--- src/hw/rtl/fixed_pattern_line_matcher_unit_assert.svh ---
// Assertion macros for the fixed pattern line matcher.
// Included by the top level; the checks drop out when SYNTH is defined.
`ifndef FIXED_PATTERN_LINE_MATCHER_UNIT_ASSERT_SVH
`define FIXED_PATTERN_LINE_MATCHER_UNIT_ASSERT_SVH
`ifndef SYNTH
// Same-cycle implication under reset.
`define FPLM_ASSERT_IMPL(label, clk, rst_n, ante, cons) \
    label: assert property (@(posedge clk) disable iff (!(rst_n)) (ante) |-> (cons)) \
        else $error("assertion failed");
// Next-cycle implication under reset.
`define FPLM_ASSERT_NEXT(label, clk, rst_n, ante, cons) \
    label: assert property (@(posedge clk) disable iff (!(rst_n)) (ante) |=> (cons)) \
        else $error("assertion failed");
`else
`define FPLM_ASSERT_IMPL(label, clk, rst_n, ante, cons)
`define FPLM_ASSERT_NEXT(label, clk, rst_n, ante, cons)
`endif
`endif

--- src/hw/rtl/fplm_pkg.sv ---
// Shared constants, types and helper functions of the fixed pattern line matcher.
// No dependencies.
`default_nettype none
package fplm_pkg;

    localparam int MAX_PATTERN = 8;
    localparam int COUNT_WIDTH = 32;

    localparam int IDX_W   = (MAX_PATTERN > 1) ? $clog2(MAX_PATTERN) : 1;
    localparam int FILL_W  = $clog2(MAX_PATTERN + 1);
    localparam int LEN_W   = 4;
    localparam int PAT_W   = 64;
    localparam int OUT_W   = 32;
    localparam int CFG_IDX_W  = 2;
    localparam int CFG_DATA_W = 64;
    localparam int IN_TDATA_W  = 8;
    localparam int OUT_TDATA_W = 72;
    localparam int FIFO_DEPTH  = 4;
    localparam int FIFO_PTR_W  = $clog2(FIFO_DEPTH);
    localparam int FIFO_CNT_W  = $clog2(FIFO_DEPTH + 1);

    localparam logic [7:0] NEWLINE = 8'd10;

    localparam logic [CFG_IDX_W-1:0] CFG_PATTERN_BYTES  = 2'd0;
    localparam logic [CFG_IDX_W-1:0] CFG_PATTERN_LENGTH = 2'd1;
    localparam logic [CFG_IDX_W-1:0] CFG_REPORT_MATCHES = 2'd2;
    localparam logic [CFG_IDX_W-1:0] CFG_REPORT_TOTAL   = 2'd3;

    localparam logic KIND_OCCURRENCE = 1'b0;
    localparam logic KIND_TOTAL      = 1'b1;

    typedef struct packed {
        logic [PAT_W-1:0] pattern_bytes;
        logic [LEN_W-1:0] pattern_length;
        logic             report_matches;
        logic             report_total;
    } t_cfg;

    typedef struct packed {
        logic             kind;
        logic [OUT_W-1:0] line_number;
        logic [OUT_W-1:0] match_count;
        logic             first_on_line;
        logic             last;
    } t_result;

    // Up to two results per beat, slot 0 first.
    typedef struct packed {
        logic [1:0] num;
        t_result    r1;
        t_result    r0;
    } t_push;

    function automatic logic [OUT_W-1:0] sat_out(input logic [COUNT_WIDTH-1:0] v);
        logic [63:0] wide;
        wide = 64'(v);
        return (wide > 64'(32'hFFFF_FFFF)) ? {OUT_W{1'b1}} : wide[OUT_W-1:0];
    endfunction

    function automatic logic [COUNT_WIDTH-1:0] sat_inc(input logic [COUNT_WIDTH-1:0] v);
        return (v == {COUNT_WIDTH{1'b1}}) ? v : v + 1'b1;
    endfunction

endpackage
`default_nettype wire

--- src/hw/rtl/fplm_matcher.sv ---
// Byte window, pattern compare, line and occurrence counters.
// Depends on fplm_pkg; produces up to two results per accepted beat.
`default_nettype none
module fplm_matcher
    import fplm_pkg::*;
(
    input  wire logic       i_clk,
    input  wire logic       i_rst_n,
    input  wire t_cfg       i_cfg,
    input  wire logic       i_beat,
    input  wire logic [7:0] i_data_byte,
    input  wire logic       i_end_of_file,
    output t_push           o_push
);

    logic [7:0]             r_win [MAX_PATTERN];
    logic [7:0]             n_win [MAX_PATTERN];
    logic [FILL_W-1:0]      r_fill, n_fill, fill_inc;
    logic [COUNT_WIDTH-1:0] r_line, n_line;
    logic [COUNT_WIDTH-1:0] r_count, n_count;
    logic                   r_has_match, n_has_match;
    logic [LEN_W-1:0]       len;
    logic [IDX_W-1:0]       len_m1;
    logic [MAX_PATTERN-1:0] cand;
    logic                   hit, rep_occ, rep_tot;
    t_result                occ, tot;

    always_comb begin
        if (i_cfg.pattern_length == '0) begin
            len = LEN_W'(1);
        end else if (i_cfg.pattern_length > LEN_W'(MAX_PATTERN)) begin
            len = LEN_W'(MAX_PATTERN);
        end else begin
            len = i_cfg.pattern_length;
        end
        len_m1 = IDX_W'(len - 1'b1);
    end

    // Shift the new byte in; entry 0 holds the newest.
    always_comb begin
        n_win[0] = i_data_byte;
        for (int k = 1; k < MAX_PATTERN; k++) begin
            n_win[k] = r_win[k-1];
        end
    end

    assign fill_inc = (r_fill < FILL_W'(MAX_PATTERN)) ? r_fill + 1'b1 : r_fill;

    // One candidate compare per pattern length; the active length picks one.
    always_comb begin
        for (int l = 1; l <= MAX_PATTERN; l++) begin
            cand[l-1] = 1'b1;
            for (int j = 0; j < l; j++) begin
                if (n_win[j] != i_cfg.pattern_bytes[8*(l-1-j) +: 8]) begin
                    cand[l-1] = 1'b0;
                end
            end
        end
        hit = (LEN_W'(fill_inc) >= len) && cand[len_m1];
    end

    always_comb begin
        n_count     = hit ? sat_inc(r_count) : r_count;
        n_fill      = hit ? '0 : fill_inc;
        n_line      = r_line;
        n_has_match = r_has_match | hit;
        if (i_data_byte == NEWLINE) begin
            n_line      = sat_inc(r_line);
            n_has_match = 1'b0;
        end

        rep_occ = hit & i_cfg.report_matches;
        rep_tot = i_end_of_file & i_cfg.report_total;

        occ.kind          = KIND_OCCURRENCE;
        occ.line_number   = sat_out(r_line);
        occ.match_count   = sat_out(n_count);
        occ.first_on_line = ~r_has_match;
        occ.last          = ~rep_tot;

        tot.kind          = KIND_TOTAL;
        tot.line_number   = sat_out(r_line);
        tot.match_count   = sat_out(n_count);
        tot.first_on_line = 1'b0;
        tot.last          = 1'b1;

        o_push.num = i_beat ? (2'(rep_occ) + 2'(rep_tot)) : 2'd0;
        o_push.r0  = rep_occ ? occ : tot;
        o_push.r1  = tot;
    end

    always_ff @(posedge i_clk) begin
        if (!i_rst_n) begin
            r_fill      <= '0;
            r_line      <= COUNT_WIDTH'(1);
            r_count     <= '0;
            r_has_match <= 1'b0;
        end else if (i_beat) begin
            if (i_end_of_file) begin
                r_fill      <= '0;
                r_line      <= COUNT_WIDTH'(1);
                r_count     <= '0;
                r_has_match <= 1'b0;
            end else begin
                r_fill      <= n_fill;
                r_line      <= n_line;
                r_count     <= n_count;
                r_has_match <= n_has_match;
            end
        end
    end

    // Window bytes are guarded by the fill count and need no reset.
    always_ff @(posedge i_clk) begin
        if (i_beat) begin
            r_win <= n_win;
        end
    end

endmodule
`default_nettype wire

--- src/hw/rtl/fplm_result_fifo.sv ---
// Four-entry result queue: takes up to two results a cycle, hands out one.
// Depends on fplm_pkg.
`default_nettype none
module fplm_result_fifo
    import fplm_pkg::*;
(
    input  wire logic i_clk,
    input  wire logic i_rst_n,
    input  wire t_push i_push,
    output logic      o_room,
    output logic      o_valid,
    input  wire logic i_ready,
    output t_result   o_result
);

    t_result                r_mem [FIFO_DEPTH];
    logic [FIFO_PTR_W-1:0]  r_wr, r_rd;
    logic [FIFO_CNT_W-1:0]  r_cnt;
    logic                   pop;

    assign o_valid  = (r_cnt != '0);
    assign o_room   = (r_cnt <= FIFO_CNT_W'(FIFO_DEPTH - 2));
    assign pop      = o_valid & i_ready;
    assign o_result = r_mem[r_rd];

    always_ff @(posedge i_clk) begin
        if (!i_rst_n) begin
            r_wr  <= '0;
            r_rd  <= '0;
            r_cnt <= '0;
        end else begin
            r_wr  <= r_wr + FIFO_PTR_W'(i_push.num);
            r_rd  <= r_rd + FIFO_PTR_W'(pop);
            r_cnt <= r_cnt + FIFO_CNT_W'(i_push.num) - FIFO_CNT_W'(pop);
        end
    end

    always_ff @(posedge i_clk) begin
        if (i_push.num != 2'd0) begin
            r_mem[r_wr] <= i_push.r0;
        end
        if (i_push.num == 2'd2) begin
            r_mem[r_wr + 1'b1] <= i_push.r1;
        end
    end

endmodule
`default_nettype wire

--- src/hw/rtl/fixed_pattern_line_matcher_unit.sv ---
// Fixed pattern line matcher: one input beat per cycle; results are queued on accept.
// Throughput is one byte per cycle while the queue has room; output is bound to one
// result beat per cycle, set by the single read port of the four-entry result queue.
// Synchronous active-low reset restores the configuration defaults and file state.
// Depends on fplm_pkg, fplm_matcher, fplm_result_fifo and the assertion header.
`default_nettype none
`include "fixed_pattern_line_matcher_unit_assert.svh"
module fixed_pattern_line_matcher_unit
    import fplm_pkg::*;
(
    input  wire logic                   i_clk,
    input  wire logic                   i_rst_n,
    // configuration write port
    input  wire logic                   i_cfg_we,
    input  wire logic [CFG_IDX_W-1:0]   i_cfg_index,
    input  wire logic [CFG_DATA_W-1:0]  i_cfg_data,
    // input stream
    input  wire logic                   s_axis_tvalid,
    output logic                        s_axis_tready,
    input  wire logic [IN_TDATA_W-1:0]  s_axis_tdata,   // [7:0] data_byte
    input  wire logic                   s_axis_tlast,   // end_of_file
    // result stream
    output logic                        m_axis_tvalid,
    input  wire logic                   m_axis_tready,
    output logic [OUT_TDATA_W-1:0]      m_axis_tdata,   // [31:0] line_number,
                                                        // [63:32] match_count,
                                                        // [64] first_on_line, rest zero
    output logic                        m_axis_tuser,   // result_kind
    output logic                        m_axis_tlast    // last_result
);

    t_cfg    r_cfg;
    t_push   w_push;
    t_result w_res;
    logic    w_room;
    logic    w_beat;

    // Configuration registers; a write takes effect from the next accepted beat.
    // Write them only while no byte is in flight.
    always_ff @(posedge i_clk) begin
        if (!i_rst_n) begin
            r_cfg.pattern_bytes  <= '0;
            r_cfg.pattern_length <= LEN_W'(1);
            r_cfg.report_matches <= 1'b1;
            r_cfg.report_total   <= 1'b0;
        end else if (i_cfg_we) begin
            case (i_cfg_index)
                CFG_PATTERN_BYTES:  r_cfg.pattern_bytes  <= i_cfg_data[PAT_W-1:0];
                CFG_PATTERN_LENGTH: r_cfg.pattern_length <= i_cfg_data[LEN_W-1:0];
                CFG_REPORT_MATCHES: r_cfg.report_matches <= i_cfg_data[0];
                CFG_REPORT_TOTAL:   r_cfg.report_total   <= i_cfg_data[0];
                default: ;
            endcase
        end
    end

    // Accept a beat whenever the queue has room for two results, so a byte that
    // both completes a match and ends the file never overflows it.
    assign s_axis_tready = w_room;
    assign w_beat        = s_axis_tvalid & s_axis_tready;

    // Compare the window and update counters in the accept cycle.
    fplm_matcher u_matcher (
        .i_clk         (i_clk),
        .i_rst_n       (i_rst_n),
        .i_cfg         (r_cfg),
        .i_beat        (w_beat),
        .i_data_byte   (s_axis_tdata[7:0]),
        .i_end_of_file (s_axis_tlast),
        .o_push        (w_push)
    );

    // Hold results until the sink takes them; the queue parts the two sides.
    fplm_result_fifo u_fifo (
        .i_clk    (i_clk),
        .i_rst_n  (i_rst_n),
        .i_push   (w_push),
        .o_room   (w_room),
        .o_valid  (m_axis_tvalid),
        .i_ready  (m_axis_tready),
        .o_result (w_res)
    );

    assign m_axis_tdata = {7'd0, w_res.first_on_line, w_res.match_count, w_res.line_number};
    assign m_axis_tuser = w_res.kind;
    assign m_axis_tlast = w_res.last;

    // A stalled input side means results are waiting.
    `FPLM_ASSERT_IMPL(a_stall_has_results, i_clk, i_rst_n, !s_axis_tready, m_axis_tvalid)
    // An end-of-file beat with totals enabled always yields a result beat next.
    `FPLM_ASSERT_NEXT(a_total_emitted, i_clk, i_rst_n, w_beat && s_axis_tlast && r_cfg.report_total, m_axis_tvalid)
    // Never push results without an accepted beat.
    `FPLM_ASSERT_IMPL(a_push_needs_beat, i_clk, i_rst_n, w_push.num != 2'd0, w_beat)

endmodule
`default_nettype wire

--- config.mk ---
export PLATFORM = sky130hd
export DESIGN_NAME = fixed_pattern_line_matcher_unit
export DESIGN_NICKNAME = d
export VERILOG_FILES = /design/src/hw/rtl/fplm_pkg.sv /design/src/hw/rtl/fplm_matcher.sv /design/src/hw/rtl/fplm_result_fifo.sv /design/src/hw/rtl/fixed_pattern_line_matcher_unit.sv
export VERILOG_INCLUDE_DIRS = /design/src /design/src/hw/rtl
export SDC_FILE = /design/constraint.sdc
export NUM_CORES = 1
export LEC_CHECK = 0
export BUFFER_PORTS_ARGS = -buffer_cell sky130_fd_sc_hd__buf_2
export CAP_MARGIN = 40
export CELL_PAD_IN_SITES_DETAIL_PLACEMENT = 1
export CELL_PAD_IN_SITES_GLOBAL_PLACEMENT = 2
export CORE_ASPECT_RATIO = 0.8
export CORE_UTILIZATION = 42
export CTS_BUF_LIST = sky130_fd_sc_hd__clkbuf_2 sky130_fd_sc_hd__clkbuf_4 sky130_fd_sc_hd__clkbuf_8
export DETAILED_ROUTE_END_ITERATION = 7
export PLACE_DENSITY = 0.85
export SLEW_MARGIN = 20
export SYNTH_ARGS = -nofsm -noshare
export SYNTH_HDL_FRONTEND = slang
export SYNTH_SLANG_ARGS = --single-unit
--- constraint.sdc ---
create_clock -name i_clk -period 8.95 [get_ports i_clk]
set_clock_uncertainty 0.05 [all_clocks]
set_input_delay 1.79 -clock i_clk [delete_from_list [all_inputs] [get_ports i_clk]]
set_output_delay 1.79 -clock i_clk [all_outputs]
set_load 0.05 [all_outputs]
==> impl_metrics.tcl, run 1 <==
set metrics [dict create \
    cts-resized-gates 0 \
    areaGrowthSynthToFinish_pct 12.9 \
    drive_above_1_share 0.192 \
    clk_transition_reported_paths_ps 60 \
    ys_async_sr_fraction 0 \
    syn-instance-count 2150 \
    timing.fmax_mhz 150 \
    firstDrtPassIters 5 \
    timing.final.max_slew_violations 0 \
    synth.top_cells.by_area "sky130_fd_sc_hd__edfxtp_1 (39%), sky130_fd_sc_hd__dfxtp_1 (13%), sky130_fd_sc_hd__xor2_1 (7.2%)" \
    timing.final.setup_violations 0 \
    floorplan.io_pins 156 \
    met3_usage 0.0754 \
    avgViaCountPerCell 5.82 \
    timing_hold_violations_final 0 \
    fp.coreArea_sq_um 55700 \
    synth.yosys.warnings 0 \
    max_stage_delay_ps 620 \
    rsz0062_at_grt "false" \
    synth-edff-count 312 \
    place.gp.congestion 1.04 \
    timing.hold.worst.class "reg -> reg" \
    overall_routing_resource_usage 0.283 \
    detail_route.iter0.violations 1529 \
    core_util_final 0.483 \
    yosys.cell_types.count 74 \
    drt_antenna_net_count 0 \
    h-tree-depth 3 \
    cts-hold-fix-buffers 0 \
    synth.avg_cell_area_sq_um 11.1 \
    power.ir.vdd_worst_mv 0.154 \
    grtUsageMet1 0.418 \
    timing.final.crit_period_ps 6680 \
    filler_cell_count 6030 \
    clk_root_buffer_cell "sky130_fd_sc_hd__clkbuf_8" \
    tritoncts "built" \
    max_slew_margin 0.418 \
    initial_utilization 0.428 \
    route.vias.total 17800 \
    antenna_found_initial 5 \
    post-cts-setup-buffer-count 0 \
    pwr_density_nw_per_um2 234 \
    rows 77 \
    numCtsBuffers 81 \
    regToRegSetupSlack_ps 2430 \
    drc 0 \
    totalNegativeSetupSlack_ps 0 \
    synth_flop_cell "sky130_fd_sc_hd__edfxtp_1" \
    synth_seq_cells 470 \
    buffer_ports.inserted 148 \
    wl_mm 80.5 \
    grt_pass1_vias 18400 \
    final_cycle_utilization_of_the_critical_path 0.747 \
    synth_seq_area_share 0.526 \
    grt.met2_usage 0.408 \
    maxCapViolCount 0 \
    buffer_depth_of_the_longest_clock_path 3 \
    dieWidth_um 268 \
    worst_slew_pin_slew_ps 872 \
    die_footprint_sq_um 57700 \
    floorplan.die.height_um 215 \
    crit_path_cell_chain "buf_2 > xor2_1 > nor4_1 > nand4_1 > nor4_1 > a41oi_1 > a22oi_4 > or2_2 > nand3_2 > inv_1 > ha_1 > nand2b_1 > o2bb2ai_1 > buf_4 > nand2_1 > inv_2 > buf_4 > nand2_1 > mux2i_1" \
    dp_hpwl_mm 54.6 \
    cp_slowest_cell "sky130_fd_sc_hd__inv_2" \
    avgRoutedWirePerCell_um 26.4 \
    synth_area_sq_um 23800 \
    worstSetupStartpointType "input pin" \
    nature_of_the_critical_path_endpoint "register" \
    power_leakage_nw 9.12 \
    globalRoute.totalOverflow 0 \
    busiest_layer "met1" \
    run_status "finished, final reports clean" \
    mostFrequentLayoutCell "sky130_fd_sc_hd__edfxtp_1" \
    cts_num_sinks 470 \
    crit_arrival_ps 7160 \
    layout_common_cells "sky130_fd_sc_hd__edfxtp_1 (312), sky130_fd_sc_hd__nand2_1 (218), sky130_fd_sc_hd__xor2_1 (196)" \
    critical_path_peak_fanout 29 \
    clkLatencyLatePin_ps 710 \
    post-synth-top-area-fraction 0.393 \
    start_to_end_type_of_the_worst_setup_path "in -> reg" \
    finish.net_count 2328 \
    required_ps 9430 \
    grt_first_pass_wirelength_mm 120 \
    post-synth-top-area-cell "sky130_fd_sc_hd__edfxtp_1" \
    grt_max_degree 89 \
]
final cells by class:
cell class                 count  area, sq um  share of cell area
clock inverter                18          146             0.00544
inverter                      26          101             0.00377
timing repair buffer         190         1180              0.0437
clock buffer                 134         1590              0.0592
sequential                   470        12500               0.466
antenna                        2         5.00            0.000186
multi-input combinational   1464        10400               0.387
tap                          750          938              0.0349
synth_stat cells (5+ instances only):
cell type	count
sky130_fd_sc_hd__nand4_1	63
sky130_fd_sc_hd__a32oi_1	5
sky130_fd_sc_hd__o31ai_2	5
sky130_fd_sc_hd__nand3_1	39
sky130_fd_sc_hd__a21oi_1	179
sky130_fd_sc_hd__mux4_2	67
sky130_fd_sc_hd__nor4_1	60
sky130_fd_sc_hd__o311ai_0	8
sky130_fd_sc_hd__buf_4	9
sky130_fd_sc_hd__nand2_1	218
sky130_fd_sc_hd__inv_1	23
sky130_fd_sc_hd__nor3_1	16
sky130_fd_sc_hd__o21ai_0	38
sky130_fd_sc_hd__ha_1	14
sky130_fd_sc_hd__o211ai_1	18
sky130_fd_sc_hd__nand2b_1	9
sky130_fd_sc_hd__mux2i_1	11
sky130_fd_sc_hd__nor2_1	105
sky130_fd_sc_hd__and2_1	44
sky130_fd_sc_hd__dfxtp_1	158
sky130_fd_sc_hd__or4_1	31
sky130_fd_sc_hd__and3_1	90
sky130_fd_sc_hd__or3_1	28
sky130_fd_sc_hd__edfxtp_1	312
sky130_fd_sc_hd__xor2_1	196
sky130_fd_sc_hd__buf_2	49
sky130_fd_sc_hd__a31oi_1	8
sky130_fd_sc_hd__buf_1	16
sky130_fd_sc_hd__xnor2_1	130
sky130_fd_sc_hd__clkbuf_1	119
sky130_fd_sc_hd__o21a_1	8
worst max-delay path: cells and delay by family:
kind / cells / cell delay (ps)
and+or+nand+nor: 8 / 2040
buffers and inverters: 5 / 1940
AOI/OAI and AO/OA: 3 / 800
adders and majority gates: 1 / 270
muxes: 1 / 180
xor gates and xnor gates: 1 / 120
final timing paths:
| check | startpoint | endpoint | cells after the start |
|---|---|---|---|
| max | s_axis_tdata[2] | u_fifo.r_mem[0][4] | 19 |
| min | r_cfg[14] | r_cfg[14] | 2 |
| max reg2reg | r_cfg[7] | u_fifo.r_mem[0][4] | 18 |
| min reg2reg | r_cfg[14] | r_cfg[14] | 2 |
registers in the layout, summed over array words and instances, names as in the netlist:
signal                 count
u_matcher.r_line          32
r_cfg                     70
u_fifo.r_wr                2
u_fifo.r_mem             268
u_matcher.r_count         32
u_matcher.r_has_match      1
u_fifo.r_rd                2
u_matcher.n_win           56
u_matcher.r_fill           4
u_fifo.r_cnt               3
through the flow:
step | worst slack [ps] | instances | instance area, sq um | hold slack, ps | power, mW
3_5_place_dp | 1620 | 2896 | 25100 | 406 | 4.21
3_3_place_gp | 1830 | 2887 | 24900 | 392 | 4.17
5_1_grt | 1860 | 3053 | 26900 | 436 | 6.52
2_1_floorplan | 1840 | 2156 | 23900 | 364 | 3.73
6_report | 2270 | 3054 | 26900 | 415 | 6.29
4_1_cts | 2360 | 3048 | 26900 | 417 | 6.33
cell families after synthesis:
group,Yosys count,share of synthesized area
other,1,0.000157
AND/OR/NAND/NOR,728,0.159
XOR/XNOR,326,0.120
AO/OA/AOI/OAI,308,0.0789
flip-flops,470,0.526
buffers and inverters,222,0.0394
multiplexers,80,0.0689
adder cells (fa/ha/maj),15,0.00819
per-layer routing:
metal	vias to the layer above	wire length (um)
met1	9074	38100
li1	7966	-
met3	118	6360
met4	8	1390
met5	-	176
met2	615	34500
where the power goes:
part,internal (mW),leakage [nW],switching (mW),total (mW)
sequential,2.42,3.81,0.267,2.69
clock,1.16,0.927,0.945,2.11
combinational,0.501,4.39,0.992,1.49
(Power assumes the default switching activity.)
==> run 2, diff against run 1 <==
- ABC_AREA: default -> 1
- CORE_UTILIZATION: 42 -> 35
- PLACE_DENSITY: 0.85 -> 0.82
- clock period: 8.95 -> 5.5 ns (I/O delays scaled with it)
==> impl_metrics.tcl, run 2 <==
set metrics [dict create \
    timing.final.crit_period_ps 4750 \
    synth_seq_area_share 0.517 \
    run_status "finished, final reports clean" \
    synth.cells.most_frequent "sky130_fd_sc_hd__nor2_1 (610), sky130_fd_sc_hd__nand2_1 (602), sky130_fd_sc_hd__edfxtp_1 (312)" \
    filler_cell_count 8158 \
    whs_path_depth 2 \
    worstSetupStartpointType "register" \
    crit_path_cell_chain "inv_2 > nand2_1 > nand2_1 > nor2_1 > nand2_1 > nor2_1 > nand2_1 > nor2_1 > nand3_1 > nand3_2 > nand3_4 > nand2_8 > nand2_4 > nor2_4 > ha_1 > inv_1 > nor2_1 > nor2_1 > inv_1 > nand2_1 > inv_1 > a21oi_4 > buf_4 > nor2_1" \
    antenna_found_initial 2 \
    grt_first_pass_wirelength_mm 145 \
    mostFrequentLayoutCell "sky130_fd_sc_hd__nor2_1" \
    final_cycle_utilization_of_the_critical_path 0.863 \
    timing_hold_violations_final 0 \
    post_synthesis_mux_area_share 0 \
    cp_slowest_cell "sky130_fd_sc_hd__edfxtp_1" \
    synth_seq_cells 470 \
    place.gp.congestion 0.997 \
    grt_pass1_vias 21800 \
    finish.net_count 3189 \
    synth_simple_gate_area_share 0.243 \
    power.ir.vdd_worst_mv 0.226 \
    rows 85 \
    nature_of_the_critical_path_endpoint "register" \
    post-synth-top-area-fraction 0.387 \
    power_leakage_nw 10.0 \
    crit_arrival_ps 5130 \
    fp.coreArea_sq_um 67900 \
    clkLatencyLatePin_ps 710 \
    avgViaCountPerCell 5.29 \
    total_power_mw 11.5 \
    synth-compound-area-share 0.103 \
    syn-instance-count 2979 \
    synth-xor-area-share 0.0521 \
    wl_mm 98.8 \
    die_footprint_sq_um 70300 \
    worst-r2r-cell-count 24 \
    cts-resized-gates 0 \
    worst_slew_pin_slew_ps 834 \
    yosys.cell_types.count 44 \
    top_register "u_fifo.r_mem" \
    drive_above_1_share 0.137 \
    drt_antenna_net_count 0 \
    avgRoutedWirePerCell_um 24.2 \
    synth.avg_cell_area_sq_um 8.13 \
    floorplan.die.height_um 237 \
    detail_route.iter0.violations 1680 \
    drc 0 \
    post-synth-top-area-cell "sky130_fd_sc_hd__edfxtp_1" \
    pwr_density_nw_per_um2 416 \
    max_stage_delay_ps 780 \
    synthMostInstantiatedCell "sky130_fd_sc_hd__nor2_1" \
    clk_root_buffer_cell "sky130_fd_sc_hd__clkbuf_8" \
    timing.final.setup_violations 0 \
    overall_routing_resource_usage 0.282 \
    totalNegativeSetupSlack_ps 0 \
    cts_num_sinks 470 \
    h-tree-depth 3 \
    layout_common_cells "sky130_fd_sc_hd__nor2_1 (609), sky130_fd_sc_hd__nand2_1 (599), sky130_fd_sc_hd__edfxtp_1 (312)" \
    areaGrowthSynthToFinish_pct 14.4 \
    critical_path_peak_fanout 38 \
    timing.fmax_mhz 211 \
    clk_transition_reported_paths_ps 60 \
    buffer_ports.inserted 148 \
    timing.final.max_slew_violations 0 \
    buffer_depth_of_the_longest_clock_path 3 \
    path_common_cell "sky130_fd_sc_hd__nor2_1" \
    largest_register_ff_count 268 \
    ys_async_sr_fraction 0 \
    dieWidth_um 296 \
    maxCapViolCount 0 \
    numCtsBuffers 84 \
    synth_flop_cell "sky130_fd_sc_hd__edfxtp_1" \
    dominant_combinational_cell_family_by_area_after_synthesis "simple AND/OR/NAND/NOR gates" \
    tritoncts "built" \
    grt_max_degree 80 \
    initial_utilization 0.357 \
    firstDrtPassIters 5 \
    rsz0062_at_grt "false" \
    synth.top_cells.by_area "sky130_fd_sc_hd__edfxtp_1 (39%), sky130_fd_sc_hd__dfxtp_1 (13%), sky130_fd_sc_hd__nor2_1 (9.5%)" \
    cts-hold-fix-buffers 0 \
    synth_area_sq_um 24200 \
    required_ps 5880 \
    start_to_end_type_of_the_worst_setup_path "reg -> reg" \
    synth_adder_area_share 0.00806 \
    synth-edff-count 312 \
    dp_hpwl_mm 72.0 \
    route.vias.total 21600 \
    floorplan.io_pins 156 \
    post-cts-setup-buffer-count 0 \
    globalRoute.totalOverflow 0 \
    max_slew_margin 0.442 \
    synth.yosys.warnings 0 \
    timing.hold.worst.class "reg -> reg" \
]
run 2: cell count changes after synthesis, sizes merged, moves of 91 or more:
| cell | before | now |
|---|---|---|
| nor2 | 105 | 614 |
| inv | 23 | 253 |
| nand2 | 218 | 608 |
| and3 | 91 | 0 |
| o21ai | 41 | 263 |
| xor2 | 196 | 73 |
run 2: area by class of cell:
type                    count  area (sq um)  share of cell area
repair buffers            200          1250              0.0453
clock buffers             128          1590              0.0575
diodes                      1          2.50           0.0000903
flip-flops and latches    470         12500               0.453
clock inverters            30           315              0.0114
multi-input cells        2084          9900               0.357
well taps                 913          1140              0.0412
inverters                 254           957              0.0346
run 2: power by group:
part	switching (mW)	internal (mW)	total, mW
Clock	1.63	2.11	3.74
Combinational	2.60	0.775	3.38
Sequential	0.391	4.00	4.40
run 2: kinds of logic after synthesis:
group,count (synthesis)
AO/OA/AOI/OAI,471
flip-flops,470
buffers and inverters,431
AND/OR/NAND/NOR,1447
adder cells (fa/ha/maj),15
XOR/XNOR,144
other,1
run 2: metrics by stage:
| step | util | worst slack [ps] | instance area [sq um] | hold slack [ps] | instances |
|---|---|---|---|---|---|
| global route | 0.408 | 498 | 27700 | 431 | 4079 |
| detailed placement | 0.379 | 169 | 25700 | 403 | 3919 |
| global placement | 0.379 | 157 | 25700 | 406 | 3917 |
| CTS | 0.408 | 817 | 27700 | 411 | 4077 |
| floorplan | - | 289 | 24200 | 371 | 2985 |
| finish | 0.408 | 751 | 27700 | 407 | 4080 |
run 2: path summary, 6_finish.rpt:
| check | endpoint | slack [ps] | start |
|---|---|---|---|
| setup / recovery | u_fifo.r_mem[0][51] | 750 | u_matcher.n_win[52] |
| hold / removal | u_fifo.r_mem[1][1] | 410 | u_fifo.r_mem[1][1] |
| setup reg to reg | u_fifo.r_mem[0][51] | 750 | u_matcher.n_win[52] |
| hold reg to reg | u_fifo.r_mem[1][1] | 410 | u_fifo.r_mem[1][1] |
run 2: layer usage:
metal / vias to the layer above / global-route usage / share of wire
li1: 10000 / - / -
met1: 10700 / 0.422 / 0.48
met2: 695 / 0.392 / 0.41
met3: 119 / 0.0909 / 0.099
met4: 0 / 0.0578 / 0.017
met5: - / 0 / 0
run 2: worst max-delay path, delay by kind of cell, from the launching register on:
family                     cells  cell delay [ps]
and+or+nand+nor               17             2240
buffers and inverters          5              900
DFF                            1              780
adders and majority gates      1              280
AOI/OAI and AO/OA              1              180
==> run 3, diff against run 2 <==
- PLACE_DENSITY: 0.82 -> 0.83
- SYNTH_HIERARCHICAL: default -> 1
==> impl_metrics.tcl, run 3 <==
set metrics [dict create \
    grt_pass1_vias 23600 \
    buffer_ports.inserted 148 \
    synth.top_cells.by_area "sky130_fd_sc_hd__edfxtp_1 (35%), sky130_fd_sc_hd__nand2_1 (12%), sky130_fd_sc_hd__dfxtp_1 (10%)" \
    cts-resized-gates 0 \
    clkLatencyLatePin_ps 700 \
    drt_antenna_net_count 0 \
    finish.net_count 3637 \
    synth-edff-count 324 \
    start_to_end_type_of_the_worst_setup_path "reg -> reg" \
    pwr_density_nw_per_um2 351 \
    firstDrtPassIters 5 \
    worst-r2r-cell-count 19 \
    seqCellArea_sq_um 12700 \
    switching_share 0.386 \
    numCtsBuffers 84 \
    grt_max_degree 135 \
    top_register "u_fifo/r_mem" \
    floorplan.die.height_um 255 \
    power_leakage_nw 11.2 \
    rsz0062_at_grt "false" \
    route.vias.total 24000 \
    place.gp.congestion 1.03 \
    clk_root_buffer_cell "sky130_fd_sc_hd__clkbuf_8" \
    nature_of_the_critical_path_endpoint "register" \
    crit_arrival_ps 4710 \
    multi_input_comb_area_sq_um 12100 \
    power.ir.vdd_worst_mv 0.146 \
    largest_register_ff_count 268 \
    dieWidth_um 318 \
    seq_power_share 0.408 \
    synthMostInstantiatedCell "sky130_fd_sc_hd__nand2_1" \
    yosys.cell_types.count 51 \
    h-tree-depth 3 \
    cts-hold-fix-buffers 0 \
    worstSetupStartpointType "register" \
    synth.cells.most_frequent "sky130_fd_sc_hd__nand2_1 (869), sky130_fd_sc_hd__nor2_1 (369), sky130_fd_sc_hd__edfxtp_1 (324)" \
    timing.hold.worst.class "reg -> reg" \
    timing.fmax_mhz 226 \
    clk_transition_reported_paths_ps 60 \
    switching_power_mw 4.13 \
    synth_area_sq_um 28000 \
    total_power_mw 10.7 \
    globalRoute.totalOverflow 0 \
    tritoncts "built" \
    detail_route.iter0.violations 1872 \
    fp.coreArea_sq_um 79000 \
    post-synth-top-area-cell "sky130_fd_sc_hd__edfxtp_1" \
    maxCapViolCount 0 \
    mostFrequentLayoutCell "sky130_fd_sc_hd__nand2_1" \
    worst_slew_pin_slew_ps 841 \
    synth.avg_cell_area_sq_um 7.90 \
    areaGrowthSynthToFinish_pct 9.24 \
    post-cts-setup-buffer-count 0 \
    whs_path_depth 2 \
    final_critical_path_setup_slack_ps 1070 \
    timing.final.setup_violations 0 \
    initial_utilization 0.354 \
    synth_seq_cells 470 \
    buffer_depth_of_the_longest_clock_path 3 \
    floorplan.io_pins 156 \
    wl_mm 96.6 \
    drive_above_1_share 0.138 \
    critical_path_peak_fanout 53 \
    overall_routing_resource_usage 0.236 \
    antenna_found_initial 9 \
    synth_seq_area_share 0.453 \
    avgViaCountPerCell 5.16 \
    run_status "finished, final reports clean" \
    filler_cell_count 9652 \
    timing.final.max_slew_violations 0 \
    internal_power_mw 6.58 \
    syn-instance-count 3539 \
    rows 92 \
    place_worst_setup_slack_ps 792 \
    ys_async_sr_fraction 0 \
    post-synth-top-area-fraction 0.348 \
    final_cycle_utilization_of_the_critical_path 0.806 \
    dpl-instance-area_sq_um 28700 \
    place_inst 4489 \
    final_cells 4653 \
    avgRoutedWirePerCell_um 20.8 \
    timing.final.crit_period_ps 4430 \
    cts_num_sinks 470 \
    clkPwrFrac 0.322 \
    timing_hold_violations_final 0 \
    final_non_filler_cell_area_sq_um 30500 \
    drc 0 \
    max_slew_margin 0.440 \
    share_comb_of_total_power 0.271 \
    dp_hpwl_mm 66.4 \
    totalNegativeSetupSlack_ps 0 \
    grt_first_pass_wirelength_mm 145 \
    die_footprint_sq_um 81000 \
    synth_flop_cell "sky130_fd_sc_hd__edfxtp_1" \
    required_ps 5780 \
    synth.yosys.warnings 6 \
    layout_common_cells "sky130_fd_sc_hd__nand2_1 (866), sky130_fd_sc_hd__nor2_1 (368), sky130_fd_sc_hd__edfxtp_1 (324)" \
]
[run 3: changes by cell type after synthesis, sizes merged, moves of 6 or more]
cell / change
nand2: +266
nor2: -218
o21ai: +167
buf: +123
inv: +88
nand3: +77
and2: +32
xor2: +20
a21oi: +12
dfxtp: -12
edfxtp: +12
clkbuf: -6
nor3: -6
[run 3: path summary, 6_finish.rpt]
check | startpoint | end | slack, ps
max | u_matcher/n_win[43] | u_fifo/r_mem[0][7] | 1070
min | r_cfg[1] | r_cfg[1] | 420
max reg2reg | u_matcher/n_win[43] | u_fifo/r_mem[0][7] | 1070
min reg2reg | r_cfg[1] | r_cfg[1] | 420
[run 3: cell families (layout without fill, tap and decap cells)]
kind of cell / Yosys count / count (layout) / share of synthesized area
AND/OR/NAND/NOR: 1598 / 1598 / 0.249
AO/OA/AOI/OAI: 652 / 652 / 0.123
flip-flops: 470 / 470 / 0.453
XOR/XNOR: 168 / 168 / 0.0526
buffers and inverters: 635 / 705 / 0.117
other: 3 / 13 / 0.000403
adder cells (fa/ha/maj): 13 / 13 / 0.00609
[run 3: layout make-up]
| cell class | count | area share |
|---|---|---|
| multi-input cells | 2441 | 0.397 |
| diodes | 3 | 0.000246 |
| clock buffers | 124 | 0.0493 |
| clock inverters | 34 | 0.00815 |
| flip-flops and latches | 470 | 0.414 |
| well taps | 1034 | 0.0424 |
| inverters | 341 | 0.0420 |
| repair buffers | 206 | 0.0465 |
[run 3: power by group through the flow]
stage | clock network [mW] | registers, mW | logic, mW
2_1_floorplan | 0 | 4.16 | 2.19
3_3_place_gp | 0 | 4.42 | 2.84
3_5_place_dp | 0 | 4.43 | 2.86
4_1_cts | 3.54 | 4.35 | 2.87
5_1_grt | 3.67 | 4.38 | 3.11
6_report | 3.45 | 4.37 | 2.90
[run 3: per-stage QoR]
| step | util | hold slack (ps) |
|---|---|---|
| after floorplan | - | 371 |
| after global placement | 0.362 | 399 |
| after detailed placement | 0.363 | 407 |
| after CTS | 0.386 | 422 |
| after global routing | 0.387 | 443 |
| final | 0.387 | 416 |
[run 3: critical path, cell delays in order (launching register included)]
cell                       delay (ps)
sky130_fd_sc_hd__edfxtp_1         670
sky130_fd_sc_hd__inv_1            210
sky130_fd_sc_hd__nand2_1          120
sky130_fd_sc_hd__nand4_1          120
sky130_fd_sc_hd__nor3_1           590
sky130_fd_sc_hd__nand2_1          120
sky130_fd_sc_hd__nor2_1           110
sky130_fd_sc_hd__nand3_1           80
sky130_fd_sc_hd__nand2_1           70
sky130_fd_sc_hd__nand2_1           80
sky130_fd_sc_hd__nand2_4           90
sky130_fd_sc_hd__nand2_2           90
sky130_fd_sc_hd__nor2_2           150
sky130_fd_sc_hd__ha_1             250
sky130_fd_sc_hd__nand2_1           70
sky130_fd_sc_hd__inv_1            100
sky130_fd_sc_hd__nor2_4           260
sky130_fd_sc_hd__nand3_4          140
sky130_fd_sc_hd__nand2_4          270
sky130_fd_sc_hd__buf_12           380
[run 3: per-layer routing]
metal | wire length (um) | track usage | up-vias
li1 | - | - | 11500
met1 | 46900 | 0.339 | 11600
met2 | 39600 | 0.342 | 700
met3 | 7670 | 0.0641 | 156
met4 | 2340 | 0.0678 | 8
met5 | 120 | 0.00760 | -
